==> src/rtl/lchase_pkg.sv <==
`timescale 1ns / 1ps
`default_nettype none
// ---------------------------------------------------------------------------
// lchase_pkg
// shared types, register indexes and reset values for the lamp chase
// alarm sequencer
// ---------------------------------------------------------------------------
package lchase_pkg;

	// default number of lamps in the chase (1 to 4, the width of the lamp pattern)
	localparam int LAMP_COUNT_DEF = 4;

	localparam int CFG_IDX_W  = 2;
	localparam int CFG_DATA_W = 16;
	localparam int TS_W       = 32;
	localparam int LAMP_W     = 3;
	localparam int BLINK_W    = 3;
	localparam int PATTERN_W  = 4;

	localparam logic [CFG_IDX_W-1:0] CFG_RUNNING_PERIOD = 2'd0;
	localparam logic [CFG_IDX_W-1:0] CFG_ALARM_PERIOD   = 2'd1;
	localparam logic [CFG_IDX_W-1:0] CFG_BEEP_INTERVAL  = 2'd2;

	localparam logic [CFG_DATA_W-1:0] RUNNING_PERIOD_RST = 16'd500;
	localparam logic [CFG_DATA_W-1:0] ALARM_PERIOD_RST   = 16'd100;
	localparam logic [CFG_DATA_W-1:0] BEEP_INTERVAL_RST  = 16'd500;

	typedef enum logic [1:0] {
		MD_OFF   = 2'd0,
		MD_CHASE = 2'd1,
		MD_ALERT = 2'd2,
		MD_HOLD  = 2'd3
	} mode_t;

	typedef struct packed {
		mode_t           mode;
		logic [TS_W-1:0] now_ms;
	} poll_t;

	typedef struct packed {
		logic [PATTERN_W-1:0] lamp_pattern;
		logic                 buzzer_drive;
	} result_t;

	typedef struct packed {
		logic [CFG_DATA_W-1:0] running_period;
		logic [CFG_DATA_W-1:0] alarm_period;
		logic [CFG_DATA_W-1:0] beep_interval;
	} cfg_t;

endpackage : lchase_pkg
`default_nettype wire

==> src/rtl/lchase_seq.sv <==
`timescale 1ns / 1ps
`default_nettype none
// ---------------------------------------------------------------------------
// lchase_seq
// sequencer state and its single-pass update for one poll, result derived
// from the updated state
// ---------------------------------------------------------------------------
module lchase_seq #(
	parameter int LAMP_COUNT = lchase_pkg::LAMP_COUNT_DEF
) (
	input  wire                  clk,
	input  wire                  arst_n,
	input  wire                  step_en,
	input  wire lchase_pkg::poll_t poll,
	input  wire lchase_pkg::cfg_t  cfg,
	output lchase_pkg::result_t  result
);
	import lchase_pkg::*;

	logic [LAMP_W-1:0]  active_lamp_q, active_lamp_d;
	logic               lamp_is_lit_q, lamp_is_lit_d;
	logic [BLINK_W-1:0] blinks_done_q, blinks_done_d;
	logic [TS_W-1:0]    last_lamp_step_q, last_lamp_step_d;
	logic               buzzer_is_on_q, buzzer_is_on_d;
	logic [TS_W-1:0]    last_buzz_step_q, last_buzz_step_d;

	logic [TS_W-1:0]       lamp_elapsed;
	logic [TS_W-1:0]       buzz_elapsed;
	logic [CFG_DATA_W-1:0] lamp_period;
	logic                  lamp_due;
	logic                  buzz_due;
	logic [BLINK_W-1:0]    blinks_inc;
	logic [LAMP_W:0]       lamp_inc;
	logic [(1<<LAMP_W)-1:0] lamp_onehot;

	assign lamp_elapsed = poll.now_ms - last_lamp_step_q;
	assign buzz_elapsed = poll.now_ms - last_buzz_step_q;
	assign lamp_period  = (poll.mode == MD_ALERT) ? cfg.alarm_period : cfg.running_period;
	assign lamp_due     = lamp_elapsed >= {{(TS_W-CFG_DATA_W){1'b0}}, lamp_period};
	assign buzz_due     = buzz_elapsed >= {{(TS_W-CFG_DATA_W){1'b0}}, cfg.beep_interval};
	assign blinks_inc   = blinks_done_q + BLINK_W'(1);
	assign lamp_inc     = {1'b0, active_lamp_q} + (LAMP_W+1)'(1);

	always_comb begin
		active_lamp_d    = active_lamp_q;
		lamp_is_lit_d    = lamp_is_lit_q;
		blinks_done_d    = blinks_done_q;
		last_lamp_step_d = last_lamp_step_q;
		buzzer_is_on_d   = buzzer_is_on_q;
		last_buzz_step_d = last_buzz_step_q;
		unique case (poll.mode)
			MD_OFF: begin
				active_lamp_d  = LAMP_W'(1);
				lamp_is_lit_d  = 1'b0;
				blinks_done_d  = '0;
				buzzer_is_on_d = 1'b0;
			end
			MD_CHASE, MD_ALERT: begin
				if (poll.mode == MD_CHASE) begin
					buzzer_is_on_d = 1'b0;
				end else if (buzz_due) begin
					last_buzz_step_d = poll.now_ms;
					buzzer_is_on_d   = ~buzzer_is_on_q;
				end
				if (lamp_due) begin
					last_lamp_step_d = poll.now_ms;
					if (!lamp_is_lit_q) begin
						lamp_is_lit_d = 1'b1;
					end else begin
						lamp_is_lit_d = 1'b0;
						// lamp n finishes after n blinks
						if ({1'b0, blinks_inc} >= {1'b0, active_lamp_q}) begin
							blinks_done_d = '0;
							if (lamp_inc > (LAMP_W+1)'(LAMP_COUNT)) begin
								active_lamp_d = LAMP_W'(1);
							end else begin
								active_lamp_d = lamp_inc[LAMP_W-1:0];
							end
						end else begin
							blinks_done_d = blinks_inc;
						end
					end
				end
			end
			MD_HOLD: begin
			end
			default: begin
			end
		endcase
	end

	// bit n of the one-hot is lamp n, bit 0 never used
	assign lamp_onehot         = (1 << LAMP_W)'(1) << active_lamp_d;
	assign result.lamp_pattern = lamp_is_lit_d ? lamp_onehot[PATTERN_W:1] : '0;
	assign result.buzzer_drive = buzzer_is_on_d;

	always_ff @(posedge clk or negedge arst_n) begin
		if (!arst_n) begin
			active_lamp_q    <= LAMP_W'(1);
			lamp_is_lit_q    <= 1'b0;
			blinks_done_q    <= '0;
			last_lamp_step_q <= '0;
			buzzer_is_on_q   <= 1'b0;
			last_buzz_step_q <= '0;
		end else if (step_en) begin
			active_lamp_q    <= active_lamp_d;
			lamp_is_lit_q    <= lamp_is_lit_d;
			blinks_done_q    <= blinks_done_d;
			last_lamp_step_q <= last_lamp_step_d;
			buzzer_is_on_q   <= buzzer_is_on_d;
			last_buzz_step_q <= last_buzz_step_d;
		end
	end

endmodule : lchase_seq
`default_nettype wire

==> src/rtl/led_chase_alarm_sequencer_core.sv <==
`timescale 1ns / 1ps
`default_nettype none
// path: a poll is registered at acceptance, its result is registered in the result register
// throughput: one poll per cycle while the result side does not stall, the state
//   update is a single pass between the poll register and the result register
// reset: all state and config registers are cleared asynchronously to their
//   documented values, no clearing pass, polls accepted right after reset
// ---------------------------------------------------------------------------
// led_chase_alarm_sequencer_core
// polled lamp chase with alarm buzzer; each poll transaction yields one
// result transaction with the lamp pattern and buzzer drive
// ---------------------------------------------------------------------------
module led_chase_alarm_sequencer_core #(
	parameter int LAMP_COUNT = lchase_pkg::LAMP_COUNT_DEF
) (
	input  wire                                 clk,
	input  wire                                 arst_n,
	// poll channel
	input  wire                                 poll_valid,
	output logic                                poll_stall,
	input  wire lchase_pkg::poll_t              poll,
	// result channel
	output logic                                result_valid,
	input  wire                                 result_stall,
	output lchase_pkg::result_t                 result,
	// config write port
	input  wire                                 cfg_we,
	input  wire [lchase_pkg::CFG_IDX_W-1:0]     cfg_index,
	input  wire [lchase_pkg::CFG_DATA_W-1:0]    cfg_wdata
);
	import lchase_pkg::*;

	cfg_t    cfg_q;
	logic    poll_valid_s1;
	poll_t   poll_s1;
	logic    result_valid_q;
	result_t result_q;
	result_t result_d;
	logic    advance;
	logic    accept;

	// the poll stage moves on whenever the result register is free or drained
	assign advance    = !result_valid_q || !result_stall;
	// the poll register only holds when it is full and cannot move on
	assign poll_stall = poll_valid_s1 && !advance;
	assign accept     = poll_valid && !poll_stall;

	// config registers, to be written only while no transaction is in flight (the block does not enforce it)
	always_ff @(posedge clk or negedge arst_n) begin
		if (!arst_n) begin
			cfg_q.running_period <= RUNNING_PERIOD_RST;
			cfg_q.alarm_period   <= ALARM_PERIOD_RST;
			cfg_q.beep_interval  <= BEEP_INTERVAL_RST;
		end else if (cfg_we) begin
			unique case (cfg_index)
				CFG_RUNNING_PERIOD: cfg_q.running_period <= cfg_wdata;
				CFG_ALARM_PERIOD:   cfg_q.alarm_period   <= cfg_wdata;
				CFG_BEEP_INTERVAL:  cfg_q.beep_interval  <= cfg_wdata;
				default: begin
					// unmapped index, write dropped
				end
			endcase
		end
	end

	// poll register
	always_ff @(posedge clk or negedge arst_n) begin
		if (!arst_n) begin
			poll_valid_s1 <= 1'b0;
		end else if (!poll_stall) begin
			poll_valid_s1 <= poll_valid;
		end
	end

	always_ff @(posedge clk) begin
		if (accept) begin
			poll_s1 <= poll;
		end
	end

	// sequencer state steps once per poll, as the poll enters the result register
	lchase_seq #(
		.LAMP_COUNT(LAMP_COUNT)
	) u_seq (
		.clk     (clk),
		.arst_n  (arst_n),
		.step_en (poll_valid_s1 && advance),
		.poll    (poll_s1),
		.cfg     (cfg_q),
		.result  (result_d)
	);

	// result register, holds while the consumer stalls
	always_ff @(posedge clk or negedge arst_n) begin
		if (!arst_n) begin
			result_valid_q <= 1'b0;
		end else if (advance) begin
			result_valid_q <= poll_valid_s1;
		end
	end

	always_ff @(posedge clk) begin
		if (poll_valid_s1 && advance) begin
			result_q <= result_d;
		end
	end

	assign result_valid = result_valid_q;
	assign result       = result_q;

endmodule : led_chase_alarm_sequencer_core
`default_nettype wire

==> config.mk <==
export PLATFORM = sky130hd
export DESIGN_NAME = led_chase_alarm_sequencer_core
export DESIGN_NICKNAME = d
export VERILOG_FILES = /design/src/rtl/lchase_pkg.sv /design/src/rtl/lchase_seq.sv /design/src/rtl/led_chase_alarm_sequencer_core.sv
export SDC_FILE = /design/constraint.sdc
export NUM_CORES = 1
export LEC_CHECK = 0
export BUFFER_PORTS_ARGS = -buffer_cell sky130_fd_sc_hd__buf_2
export CAP_MARGIN = 20
export CORE_MARGIN = 2
export CORE_UTILIZATION = 52
export DETAILED_ROUTE_END_ITERATION = 8
export PLACE_DENSITY = 0.7
export SLEW_MARGIN = 20
export SYNTH_ARGS = -nofsm -noshare
export SYNTH_HDL_FRONTEND = slang
export SYNTH_SLANG_ARGS = --single-unit
==> constraint.sdc <==
create_clock -name clk -period 7.09 [get_ports clk]
set_input_delay 1.0635 -clock clk [delete_from_list [all_inputs] [get_ports clk]]
set_output_delay 1.0635 -clock clk [all_outputs]
set_load 0.01 [all_outputs]
# Yosys cells after proc, flatten, opt, wreduce, memory -nomap -nowiden

Index checks and enable logic that the tools add are counted.

Bitwise logic cells: 2
Add/subtract/negate cells: 4
Eq/ne operators: 6
$lt $le $gt $ge: 4
Reduce and logical (&&, ||, !) cells: 18
Mux-type cells: 16
Shift operators: 1

Operator list:

| kind                | count |
|---|---|
| $ge 32x16->1        | 2 |
| $sub 32x32->32      | 2 |
| $mux 3              | 7 |
| $mux 16             | 1 |
| $pmux 3 s2          | 2 |
| $reduce_and 4->1    | 2 |
| $reduce_and 2->1    | 3 |
| $shl 1x3->5 const A | 1 |
| $add 3x1->4 const B | 1 |
| $eq 2x1->1 const B  | 2 |
| $eq 2x2->1 const B  | 2 |
| $gt 4x3->1 const B  | 1 |
| $logic_not 1->1     | 4 |
| $logic_not 2->1     | 2 |
| $mux 1              | 4 |
| $ne 2x1->1 const B  | 2 |
| $pmux 1 s2          | 2 |
| $add 3x1->3 const B | 1 |
| $ge 3x3->1          | 1 |
| $logic_and 1x1->1   | 3 |
| $reduce_and 3->1    | 1 |
| $not 1->1           | 2 |
| $reduce_bool 2->1   | 1 |
| $reduce_or 2->1     | 1 |
| $logic_or 1x1->1    | 1 |

Bits of input ports: 57
Word-level logic and storage cells: 66
Register bits: 161
Output and inout bits: 7

# Depth between registers and ports, before layout

Gate-level depths: netlist of run 1.

Word-level depth: 8
Depth in mapped cells: 23
Mapped depth without buffers: 23

# Modules after synthesis

A second synthesis of run 1 with hierarchy kept.

Cell total of the unflattened synthesis: 1103
Area, all modules: 11284.6 µm²

By module, submodules not included:

| module                         | instances | area an instance (µm²) | cells an instance |
|---|---|---|---|
| lchase_seq                     | 1         | 8192.9                 | 954 |
| led_chase_alarm_sequencer_core | 1         | 3091.7                 | 149 |

# Worst setup path before layout of run 1

No wires, ideal clock.

Kind: reg2reg
Start: reg poll_s1[6] in the netlist's numbering
End: reg result_q, in the netlist result[3] (data pin)
Slack: 1849 ps
Stages on the path, launching flop included: 20
Data arrival time: 5084 ps
Cells stage by stage: edfxtp_1 -> ha_1 -> a21oi_1 -> o21ai_0 -> and2_2 -> or2_2 -> nor2_1 -> xnor2_1 -> ha_1 -> a21o_2 -> a21oi_1 -> o21ai_0 -> or4_1 -> a2111o_1 -> a2111o_1 -> or4_1 -> or4_1 -> nand3_2 -> nand4_1 -> nor3_1

Cells in the longest elaborated chain, start to end: 5

Ends and longest elaborated chain:

| what                   | line                                  | RTL |
|---|---|---|
| from (decl)            | led_chase_alarm_sequencer_core.sv:35  | `poll_t poll_s1;` |
| from (signal assigned) | led_chase_alarm_sequencer_core.sv:77  | `poll_s1 <= poll;` |
| $sub 32x32->32 (*)     | lchase_seq.sv:36                      | `assign lamp_elapsed = poll.now_ms - last_lamp_step_q;` |
| $ge 32x16->1 (*)       | lchase_seq.sv:39                      | `assign lamp_due = lamp_elapsed >= {{(TS_W-CFG_DATA_W){1'b0}}, lamp_period};` |
| $mux 3                 | lchase_seq.sv:65                      | `if (lamp_due) begin` |
| $pmux 3 s2             | lchase_seq.sv:51                      | `unique case (poll.mode)` |
| $shl 1x3->5            | lchase_seq.sv:93                      | `assign lamp_onehot = (1 << LAMP_W)'(1) << active_lamp_d;` |
| to (signal assigned)   | led_chase_alarm_sequencer_core.sv:104 | `result_q <= result_d;` |
| to (decl)              | led_chase_alarm_sequencer_core.sv:37  | `result_t result_q;` |

Mark *: on every way between the ends. The rest lies on a longest branch, timed or not.
A chain may end at the register's enable or synchronous reset.

# Worst setup path in the final report of run 1

Start: reg poll_s1[0] in the netlist's numbering
End: reg result_q, in the netlist result[2] (data pin)

Same word-level chain as after synthesis.

==> results of run 1 <==
-- cell usage after synthesis (13+ instances only) --
master    count
xnor2_1      28
o21ai_0      53
a21oi_1      79
dfrtp_1     106
nand2b_1     14
ha_1        104
mux2i_1      23
clkbuf_1     17
nand4_1      24
inv_1       104
o21a_1       14
nand2_1      83
a21o_1       34
nor3_1       24
edfxtp_1     39
a211oi_1     13
nand3_1      32
xor2_1       13
dfstp_2      16
nor2_1       74
mux2_4       29
mux2_2       83
-- layer usage --
layer  vias up  part of all wire  wire, um  GRT usage
li1       4465                 -         -          -
met1      4524              0.45     13100      0.327
met2       225              0.48     13800      0.419
met3        38             0.045      1290     0.0415
met4         0             0.023       650     0.0785
met5         -                 0         0          0
-- tightest hold or removal path, stage by stage (launching register included) --
cell and delay [ns]:
dfrtp_1 0.35, nand2_1 0.05, o21ai_0 0.07
-- power groups by stage --
stage	sequential (mW)	clock (mW)	combinational, mW
2_1_floorplan	1.25	0	1.68
3_3_place_gp	1.28	0	2.09
3_5_place_dp	1.29	0	2.12
4_1_cts	1.27	0.998	2.14
5_1_grt	1.30	1.04	2.41
6_report	1.27	0.982	2.16
-- through the flow --
| step | util | setup slack, ns | instances |
|---|---|---|---|
| 4_1_cts | 0.573 | 1.31 | 1547 |
| 3_5_place_dp | 0.546 | 1.35 | 1515 |
| 3_3_place_gp | 0.546 | 1.44 | 1515 |
| 2_1_floorplan | - | 1.85 | 1199 |
| 5_1_grt | 0.573 | 0.873 | 1547 |
| 6_report | 0.573 | 1.29 | 1547 |
-- path summary, 6_finish.rpt --
kind	from	cells after the start	slack (ns)	endpoint
worst min register to register	u_seq.blinks_done_q[1]	2	0.50	u_seq.blinks_done_q[1]
max in group asynchronous	arst_n	2	5.33	u_seq.last_lamp_step_q[15]
min in group asynchronous	arst_n	1	0.61	cfg_q[0]
worst max-delay path	poll_s1[0]	20	1.29	result[2]
worst min-delay path	u_seq.blinks_done_q[1]	2	0.50	u_seq.blinks_done_q[1]
worst max register to register	poll_s1[0]	20	1.29	result[2]
-- cell type report --
type                            instances  area, um2
Fill cell                            1964       9570
Multi-Input combinational cell        896       6890
Sequential cell                       161       4240
Clock buffer                           23        500
Inverter                              104        390
Timing Repair Buffer                   69        367
Tap cell                              285        357
Clock inverter                          9        118
-- logic make-up after synthesis --
family          share of synthesized area
simple gates                        0.146
compound gates                      0.157
flops                               0.360
buf+inv                            0.0566
mux                                 0.136
fa+ha+maj                           0.114
xor+xnor                           0.0305
-- sequential cells by signal, summed over array words and instances (netlist names) --
signal                  cells
cfg_q                      48
poll_s1                    34
poll_valid_s1               1
result                      5
result_valid                1
u_seq.active_lamp_q         3
u_seq.blinks_done_q         3
u_seq.buzzer_is_on_q        1
u_seq.lamp_is_lit_q         1
u_seq.last_buzz_step_q     32
u_seq.last_lamp_step_q     32
==> flow_summary.yaml, run 1 <==
worst_setup_path:
  cpMostUsedCell: "or4_1"
  worst-path-buf-inv: 1
  slowest_delay_ns: 0.59
  cp-start-kind: "flop"
  worstPathMaxFanout: 4
  crit_family: "compound AO/OA/AOI/OAI gates"
  cp_cell_sequence: "inv_1 > ha_1 > fa_1 > nor2b_1 > o2111ai_1 > a21oi_1 > o41ai_1 > xnor2_1 > ha_1 > a21o_2 > a21oi_1 > o21ai_0 > or4_1 > a2111o_1 > a2111o_1 > or4_1 > or4_1 > nand3_2 > nand4_1 > nor3b_1"
  crit_arrival_ns: 6.06
  cp.required_ns: 7.36
  worstSetupPathType: "reg2reg"
  critPathSlowestCell: "o41ai_1"
  endpoint_kind: "flop"
floorplanning:
  die-area_um2: 23900
  core_um2: 22400
  die_w_um: 155
  die_h_um: 155
  start_util: 0.525
  rows: 55
  ios: 64
pwr:
  peakVddDrop_mv: 0.156
  pwr-share-clk: 0.222
  combPwrFrac: 0.489
  swShare: 0.401
  p_total_mw: 4.42
  p_seq_frac: 0.288
  powerDensity_nw_per_um2: 343
  p_int_mw: 2.64
  switchingPower_mw: 1.77
  leakagePower_nw: 5.86
flow_run:
  maxCapViolations: 0
route:
  drt_iter0_markers: 622
  wl_per_cell_um: 18.6
  ant_nets: 0
  drt_wl_total_um: 28800
  vias: 9252
  post_drt_via_cell_ratio: 5.98
  drcViolationCount: 0
  drt_pre_antenna_iters: 5
sta:
  holdWs_ns: 0.498
  period_share: 0.818
  fmax_mhz: 172
  setup-tns-final_ns: 0
  rsz0062_at_grt: "no"
  setup_viol: 0
  layout_min_cycle_time_ns: 5.80
  hold_violations: 0
  finalClockSkew_ns: 0.0113
  tightest_slew_ns: 1.17
  maxSlewViolCount: 0
  slew_headroom: 0.208
final_layout:
  design_area_um2: 12900
  drive_above_1_share: 0.208
  area_delta_synth_final_pct: 9.16
  num_antenna_cells: 0
  final_nets: 1412
  final_common_cell: "dfrtp_1"
  mostFrequentLayoutCells: "dfrtp_1, inv_1, ha_1, nand2_1, mux2_2"
synth:
  yosys_warnings: 0
  synth_area_um2: 11800
  ys_ff_latch: 161
  syn_avg_cell_area_um2: 9.83
  synth_seq_area_share: 0.360
  synth_fp_nets: 1362
  synth-async-reset-ratio: 0.758
  ys_types: 82
  synthFlopType: "dfrtp_1"
  synth.area.top_cells: "dfrtp_1, ha_1, edfxtp_1, mux2_2, mux2_4"
  synth_edf_count: 39
  synth_top_area_cell: "dfrtp_1"
  yosys.area.top_type_share: 0.225
  syn_inst: 1199
cts:
  clockRootBuffer: "clkbuf_16"
  cts_buffers: 17
  cts_resized: 0
  cts_tree: "yes"
  cts_setup_buffers: 0
  clock_latency_ns: 0.44
  hold_buffers: 0
  cts.path.max_buffers: 2
  clkSinkCount: 161
  clk_pin_slew_worst_paths_ns: 0.07
  h-tree-depth: 4
global_routing:
  grt_first_pass_wirelength_um: 47000
  grt_overflow: 0
  antenna_found_initial: 0
  grt_usage: 0.248
  grt_max_degree: 84
  first_global_vias: 9056
status:
  status: "finished clean"
placed_design:
  hpwl_um: 21800
  gp_congestion: 0.963
  place_area_um2: 12200
  io_buffers: 63
worst_hold_path:
  hold_class: "reg2reg"
(Power assumes the default switching activity.)
==> run 2: changes to the inputs <==
Settings changed: ABC_AREA from default to 1, PLACE_DENSITY 0.7 to 0.72.
Clock period 7.09 ns to 5.15 ns, I/O delays scaled along.
==> flow_summary.yaml, run 2 <==
final_layout:
  regMostFlops: "cfg_q"
  top_regs: "cfg_q x48, poll_s1 x34"
  mostFrequentLayoutCells: "nand2_1, inv_1, nor2_1, dfrtp_1, ha_1"
  final_common_cell: "nand2_1"
  num_antenna_cells: 0
  drive_above_1_share: 0.0980
  final_nets: 1916
  area_delta_synth_final_pct: 10.1
  largest_reg_flops: 48
  n_fill_cell: 2162
synth:
  synth_area_um2: 11900
  synthFlopType: "dfrtp_1"
  yosys.area.top_type_share: 0.222
  yosys_warnings: 0
  synth_fp_nets: 1853
  synth_edf_count: 39
  syn_avg_cell_area_um2: 7.06
  ys_ff_latch: 161
  syn_inst: 1690
  yosys-top-cells-count: "nand2_1, inv_1, nor2_1"
  synth-async-reset-ratio: 0.758
  ys_types: 46
  synth_seq_area_share: 0.355
  synth_top_area_cell: "dfrtp_1"
  synth.area.top_cells: "dfrtp_1, nand2_1, ha_1, edfxtp_1, inv_1"
  synth.most_common_cell: "nand2_1"
route:
  drt_iter0_markers: 833
  drcViolationCount: 0
  vias: 10700
  wl_per_cell_um: 14.9
  ant_nets: 0
  drt_wl_total_um: 30600
  post_drt_via_cell_ratio: 5.24
  drt_pre_antenna_iters: 5
cts:
  cts_tree: "yes"
  cts_setup_buffers: 0
  cts_buffers: 17
  clkSinkCount: 161
  clk_pin_slew_worst_paths_ns: 0.07
  cts.path.max_buffers: 2
  cts_resized: 0
  clockRootBuffer: "clkbuf_16"
  hold_buffers: 0
  h-tree-depth: 4
  clock_latency_ns: 0.44
worst_setup_path:
  cp-start-kind: "flop"
  worstSetupPathType: "reg2reg"
  rr_startpoint: "poll_s1[2]"
  endpoint_kind: "flop"
  cp-startpoint: "poll_s1[2]"
  worstPathMaxFanout: 63
  crit_arrival_ns: 4.49
  cp.required_ns: 5.47
pwr:
  powerDensity_nw_per_um2: 483
  leakagePower_nw: 7.06
  peakVddDrop_mv: 0.276
sta:
  setup-tns-final_ns: 0
  rsz0062_at_grt: "no"
  holdWs_ns: 0.452
  tightest_slew_ns: 0.947
  layout_min_cycle_time_ns: 4.18
  hold_violations: 0
  period_share: 0.811
  fmax_mhz: 239
  slew_headroom: 0.368
  setup_viol: 0
  finalClockSkew_ns: 0.0167
  maxSlewViolCount: 0
global_routing:
  first_global_vias: 10000
  grt_usage: 0.261
  grt_first_pass_wirelength_um: 50100
  grt_overflow: 0
  antenna_found_initial: 0
  grt_max_degree: 74
floorplanning:
  die_w_um: 156
  start_util: 0.529
  die_h_um: 156
  ios: 64
  die-area_um2: 24200
  core_um2: 22600
  rows: 55
flow_run:
  maxCapViolations: 0
worst_hold_path:
  hold_class: "in2async"
placed_design:
  gp_congestion: 0.968
  io_buffers: 63
  hpwl_um: 24000
status:
  status: "finished clean"
==> run 2: cell types whose count changed in the layout (fill, tap and decap cells not counted), sizes merged, moves of 14 or more <==
| cell | previous run | this run |
|---|---|---|
| nand2 | 83 | 554 |
| inv | 107 | 293 |
| mux2 | 112 | 1 |
| nor2 | 74 | 155 |
| nand3 | 33 | 103 |
| a21o | 35 | 4 |
| o21ai | 58 | 82 |
| xnor2 | 28 | 6 |
| a21oi | 83 | 97 |
| nand2b | 14 | 0 |
| xor2 | 13 | 27 |
==> run 2: area by class of cell <==
class	instances	area, um2	area share
tap	285	357	0.0271
clock inverter	15	178	0.0135
sequential	161	4240	0.323
multi-input combinational	1220	6510	0.495
clock buffer	17	425	0.0324
timing repair buffer	70	378	0.0287
inverter	283	1060	0.0808
==> run 2: stage by stage <==
step	cells	setup slack, ns	cell area, um2	utilization	power [mW]
after floorplan	1690	1.76	11900	-	4.23
after global placement	2018	1.07	12500	0.555	4.93
after detailed placement	2018	1.07	12500	0.555	5.01
after CTS	2050	1.03	13100	0.581	6.34
after global routing	2051	0.647	13200	0.583	6.94
final	2051	0.973	13200	0.583	6.35
==> run 2: critical path, cell delays in order (launching register included) <==
cell and delay (ns):
edfxtp_1 0.45, ha_1 0.47, nand2_1 0.08, nand2_1 0.12, inv_2 0.04, nand2_2 0.11
nand2_1 0.08, nand2_2 0.11, nand2_1 0.08, nand2_2 0.10, xor2_1 0.20, ha_1 0.27
a21oi_1 0.15, nor2_1 0.05, a211oi_1 0.19, nand3_1 0.10, nor2_1 0.13, nand3_1 0.13
nor2_4 0.15, nand2_4 0.12, nand3_4 0.46, mux2_2 0.40
==> run 2: kinds of logic (layout without fill, tap and decap cells) <==
| logic type | count (synthesis) | after routing | synth area share |
|---|---|---|---|
| xor+xnor | 33 | 33 | 0.0242 |
| simple gates | 867 | 867 | 0.305 |
| compound gates | 198 | 198 | 0.0887 |
| mux | 16 | 16 | 0.0135 |
| fa+ha+maj | 106 | 106 | 0.112 |
| flops | 161 | 161 | 0.355 |
| buf+inv | 309 | 385 | 0.101 |
==> run 2: power by group <==
part / switching, mW / total (mW) / internal (mW)
logic: 2.10 / 3.28 / 1.18
clock network: 0.636 / 1.30 / 0.661
registers: 0.172 / 1.77 / 1.60
total: 2.91 / 6.35 / 3.44
==> run 2: path summary, 6_finish.rpt <==
| kind | cells after the start | slack, ns | to |
|---|---|---|---|
| setup / recovery | 21 | 0.97 | u_seq.last_lamp_step_q[31] |
| hold / removal | 1 | 0.45 | u_seq.last_lamp_step_q[23] |
| setup reg to reg | 21 | 0.97 | u_seq.last_lamp_step_q[31] |
| hold reg to reg | 2 | 0.48 | u_seq.last_buzz_step_q[11] |
| max in group asynchronous | 2 | 3.46 | cfg_q[9] |
| min in group clk | 2 | 0.48 | u_seq.last_buzz_step_q[11] |
==> run 2: per-layer routing <==
metal / part of all wire / track usage / up-vias / routed length (um)
met4: 0.033 / 0.0996 / 0 / 1020
met5: 0 / 0 / - / 0
met3: 0.055 / 0.0448 / 50 / 1700
met2: 0.44 / 0.406 / 320 / 13500
met1: 0.47 / 0.365 / 4885 / 14300
li1: - / - / 5485 / -
